## config.mk

```make
export PLATFORM = sky130hd
export DESIGN_NAME = pbct_ctrl
export DESIGN_NICKNAME = d
export VERILOG_FILES = /design/src/sv/pbct_pkg.sv /design/src/sv/pbct_ctrl.sv
export SDC_FILE = /design/constraint.sdc
export NUM_CORES = 1
export LEC_CHECK = 0
export CAP_MARGIN = 20
export CORE_AREA = 2 2 39 41
export DETAILED_ROUTE_END_ITERATION = 10
export DIE_AREA = 0 0 41 43
export DONT_BUFFER_PORTS = 1
export GPL_TIMING_DRIVEN = 0
export PLACE_DENSITY = 0.33
export SYNTH_ARGS = -nofsm -noshare
export SYNTH_HDL_FRONTEND = slang
export SYNTH_SLANG_ARGS = --single-unit
```

## constraint.sdc

```tcl
create_clock -name i_clk -period 1.78 [get_ports i_clk]
set_input_delay 0.178 -clock i_clk [delete_from_list [all_inputs] [get_ports i_clk]]
set_output_delay 0.178 -clock i_clk [all_outputs]
set_load 0.01 [all_outputs]
```

## src/sv/pbct_pkg.sv

```systemverilog
// ----------------------------------------------------------------------------
// pbct_pkg
// Types, sizes and codes shared by the color table write port modules.
// ----------------------------------------------------------------------------
package pbct_pkg;

    // table geometry
    localparam int TABLE_ENTRIES  = 512;
    localparam int LOOKUP_ENTRIES = 32;
    localparam int TBL_AW         = $clog2(TABLE_ENTRIES);
    localparam int SLOT_W         = $clog2(LOOKUP_ENTRIES);
    localparam int CLEAR_LEN      = (TABLE_ENTRIES > LOOKUP_ENTRIES) ?
                                    TABLE_ENTRIES : LOOKUP_ENTRIES;
    localparam int CLR_W          = $clog2(CLEAR_LEN);

    // fixed field widths
    localparam int INDEX_W = 10;
    localparam int EIDX_W  = 9;
    localparam int ENTRY_W = 15;
    localparam int DER_W   = 8;
    localparam int COMB_W  = 16;

    // action codes
    localparam logic [1:0] ACT_DATA   = 2'd0;
    localparam logic [1:0] ACT_INDEX  = 2'd1;
    localparam logic [1:0] ACT_LOOKUP = 2'd2;

    typedef struct packed {
        logic [1:0]         action;
        logic [7:0]         data;
        logic [INDEX_W-1:0] new_index;
        logic [4:0]         lookup_slot;
        logic               frame_stale;
    } t_request;

    typedef struct packed {
        logic               accepted;
        logic               changed;
        logic               flush_request;
        logic               high_half;
        logic [EIDX_W-1:0]  entry_index;
        logic [ENTRY_W-1:0] entry_value;
        logic [COMB_W-1:0]  combined_value;
        logic [INDEX_W-1:0] index_after;
    } t_result;

    // controller -> datapath
    typedef struct packed {
        logic clear;
        logic capture;
        logic calc;
        logic commit;
        logic simple;
    } t_dp_cmd;

    // datapath -> controller
    typedef struct packed {
        logic data_hit;
        logic clear_last;
    } t_dp_status;

endpackage

```

## src/sv/pbct_ctrl.sv

```systemverilog
// ----------------------------------------------------------------------------
// pbct_ctrl
// Sequencer: clearing pass after reset, then read / compute / commit for
// each in-range data byte write; other requests finish straight from idle.
// ----------------------------------------------------------------------------
module pbct_ctrl (
    input  logic                i_clk,
    input  logic                i_rst_n,
    input  logic                start,
    input  pbct_pkg::t_dp_status i_status,
    output pbct_pkg::t_dp_cmd   o_cmd,
    output logic                busy
);
    import pbct_pkg::*;

    typedef enum logic [3:0] {
        ST_CLEAR = 4'b0001,
        ST_IDLE  = 4'b0010,
        ST_CALC  = 4'b0100,
        ST_WRITE = 4'b1000
    } t_state;

    t_state r_state;
    t_state n_state;

    // next state
    always_comb begin
        n_state = r_state;
        case (r_state)
            ST_CLEAR: begin
                if (i_status.clear_last) n_state = ST_IDLE;
            end
            ST_IDLE: begin
                if (start && i_status.data_hit) n_state = ST_CALC;
            end
            ST_CALC:  n_state = ST_WRITE;
            ST_WRITE: n_state = ST_IDLE;
            default:  n_state = ST_CLEAR;
        endcase
    end

    always_ff @(posedge i_clk) begin
        if (!i_rst_n) begin
            r_state <= ST_CLEAR;
        end else begin
            r_state <= n_state;
        end
    end

    // commands
    always_comb begin
        o_cmd.clear   = (r_state == ST_CLEAR);
        o_cmd.capture = (r_state == ST_IDLE) && start && i_status.data_hit;
        o_cmd.simple  = (r_state == ST_IDLE) && start && !i_status.data_hit;
        o_cmd.calc    = (r_state == ST_CALC);
        o_cmd.commit  = (r_state == ST_WRITE);
    end

    assign busy = (r_state != ST_IDLE);

endmodule

```

==> flow_summary.yaml <==
outcome:
  status: "complete, no violations"
global_route:
  grt_pass1_wl_um: 855
  antenna_found_initial: 0
  grt_pass1_vias: 211
  grt_max_degree: 7
  grt_overflow_total: 0
  grt.total_usage_pct: 7.92
logic_synthesis:
  syn_area_per_cell_um2: 8.85
  yosys_register_bits: 4
  netlist_area_um2: 230
  yosys_warnings: 0
  synth.distinct_cells: 17
  ys_seq_area_share_pct: 34.8
  syn_nets: 31
  netlist_instances: 26
clock_tree:
  htree_num_levels: 1
  clockBufferDepth: 2
  cts_root_buf: "clkbuf_4"
  cts_resized: 0
  numCtsBuffers: 3
  cts_sinks: 4
  clk_latency_ns: 0.23
  clk_pin_slew_ns: 0.04
  cts_tree: "yes"
  cts-hold-fix-buffers: 0
  postCtsSetupRepairBufs: 0
routing:
  dr.pass1.iters: 2
  drcViolationCount: 0
  first_iter_violations: 2
  wl_um: 520
  routedWlPerCell_um: 11.6
  ant_nets: 0
  via_count: 197
  viasPerCell: 4.38
critical_path:
  crit_path_end: "o_cmd[0]"
  worstPathArrival_ns: 1.46
  cp-end-kind: "primary output"
  crit_required_ns: 1.60
  timing.rr.start: "r_state[2]"
  slowest_stage: "or4b_4"
  critical_path.startpoint: "r_state[2]"
  crit_path_max_fanout: 6
  worstSetupStartpointType: "register"
  critical_path_class: "reg -> out"
  ff2ff_setup_slack_ns: 0.45
  ff2ff_path_depth: 3
  max_stage_delay_ns: 0.62
  crit_chain: "or4b_4, nor3b_2"
  r2r_end: "r_state[2]"
timing:
  rsz0062_at_grt: "no"
  drv_slew: 0
  fin_crit_ns: 1.64
  worst_slew_pin_slew_ns: 0.369
  skew_ns: 0.00430
  setup_slack_ns: 0.137
  hold_viol_final: 0
  setup_violations: 0
  max_slew_margin_pct: 75.2
  max_freq_mhz: 609
  finalCritPeriodShare_pct: 92.3
  finalSetupTns_ns: 0
floorplan:
  pin_count: 11
  core_area_um2: 1380
  die_x_um: 41
  start_util_pct: 16.6
  rows: 14
  die_height_um: 43
  design.die.area_um2: 1760
layout:
  syn_to_final_growth_pct: 18.5
  final_common_cell: "dfxtp_1"
  top_regs: "r_state (4)"
  final_cell_mix: "dfxtp_1 (4), inv_1 (3), clkbuf_4 (3)"
  final_nets: 36
  stdcell_count: 45
  max_flop_register: "r_state"
  diodes: 0
  largest_reg_flops: 4
  drive_above_1_share_pct: 24.1
  post-route-util_pct: 19.7
placement:
  portBuffers: 0
  hpwl_um: 425
  globalplace.congestion: 0.657
  numPlacedInstances: 42
  place_ws_ns: 0.381
power_and_ir_drop:
  ir_worst_vdd_v: 0.000233
  pwr_density_cell_nw_per_um2: 892
  total_power_mw: 0.243
  power_leakage_nw: 0.105
run:
  maxCapViolCount: 0
min_path:
  hp-class: "in -> reg"
==> kinds of logic after synthesis <==
logic type / count (synthesis) / synth area share (%)
buf+inv: 3 / 4.89
flops: 4 / 34.8
simple gates: 13 / 41.3
compound gates: 6 / 19.0
==> worst min path at each step <==
| stage | from | endpoint | slack (ns) | cells past startpoint |
|---|---|---|---|---|
| finish | i_rst_n | r_state[0] | 0.04 | 1 |
| CTS | i_rst_n | r_state[0] | 0.04 | 1 |
| global placement | i_rst_n | r_state[0] | 0.28 | 1 |
| global route | i_rst_n | r_state[0] | 0.04 | 1 |
| floorplan | i_rst_n | r_state[0] | 0.26 | 1 |
| detailed placement | i_rst_n | r_state[0] | 0.28 | 1 |
==> cell usage after synthesis <==
| master | count | area, um^2 |
|---|---|---|
| nor3b_2 | 1 | 12.5 |
| dfxtp_1 | 4 | 80.1 |
| nand2_1 | 1 | 3.75 |
| or4b_4 | 1 | 13.8 |
| nand3b_1 | 1 | 7.51 |
| inv_1 | 3 | 11.3 |
| a21oi_1 | 1 | 5.00 |
| nor2_1 | 1 | 3.75 |
| nand2b_1 | 2 | 12.5 |
| and3_2 | 1 | 7.51 |
| o21ai_1 | 1 | 5.00 |
| nor2_4 | 1 | 11.3 |
| and2_1 | 2 | 12.5 |
| o311ai_0 | 1 | 8.76 |
| nor3_1 | 2 | 10.0 |
| a311oi_1 | 2 | 17.5 |
| o21a_1 | 1 | 7.51 |
==> power by group <==
part	internal (mW)	switching [mW]
clock network	0.0753	0.0358
logic	0.0124	0.0164
registers	0.0957	0.00775
total	0.183	0.0600
==> stage by stage <==
stage	hold WS (ns)	cell area, um^2
6_report	0.0405	273
5_1_grt	0.0448	273
4_1_cts	0.0370	273
3_5_place_dp	0.281	250
3_3_place_gp	0.284	250
2_1_floorplan	0.258	230
==> worst max-delay path, delay by kind of cell (launching register included) <==
kind | cells | cell delay (ns)
flip-flops | 1 | 0.35
AND/OR/NAND/NOR | 2 | 0.88
==> layer usage <==
| layer | routed length (um) | vias up | part of all wire [%] | global-route usage [%] |
|---|---|---|---|---|
| met5 | 0 | - | 0 | 0 |
| met4 | 0 | 0 | 0 | 6.00 |
| met3 | 56 | 0 | 11 | 5.24 |
| met2 | 230 | 10 | 44 | 9.69 |
| met1 | 233 | 84 | 45 | 9.29 |
| li1 | - | 103 | - | - |
==> final cells by class <==
type | instances | area [um^2]
sequential | 4 | 80.1
fill | 166 | 1110
multi-input combinational | 19 | 139
clock buffer | 3 | 22.5
tap | 16 | 20.0
inverter | 3 | 11.3
No activity file was read; power rests on OpenSTA's default activity.
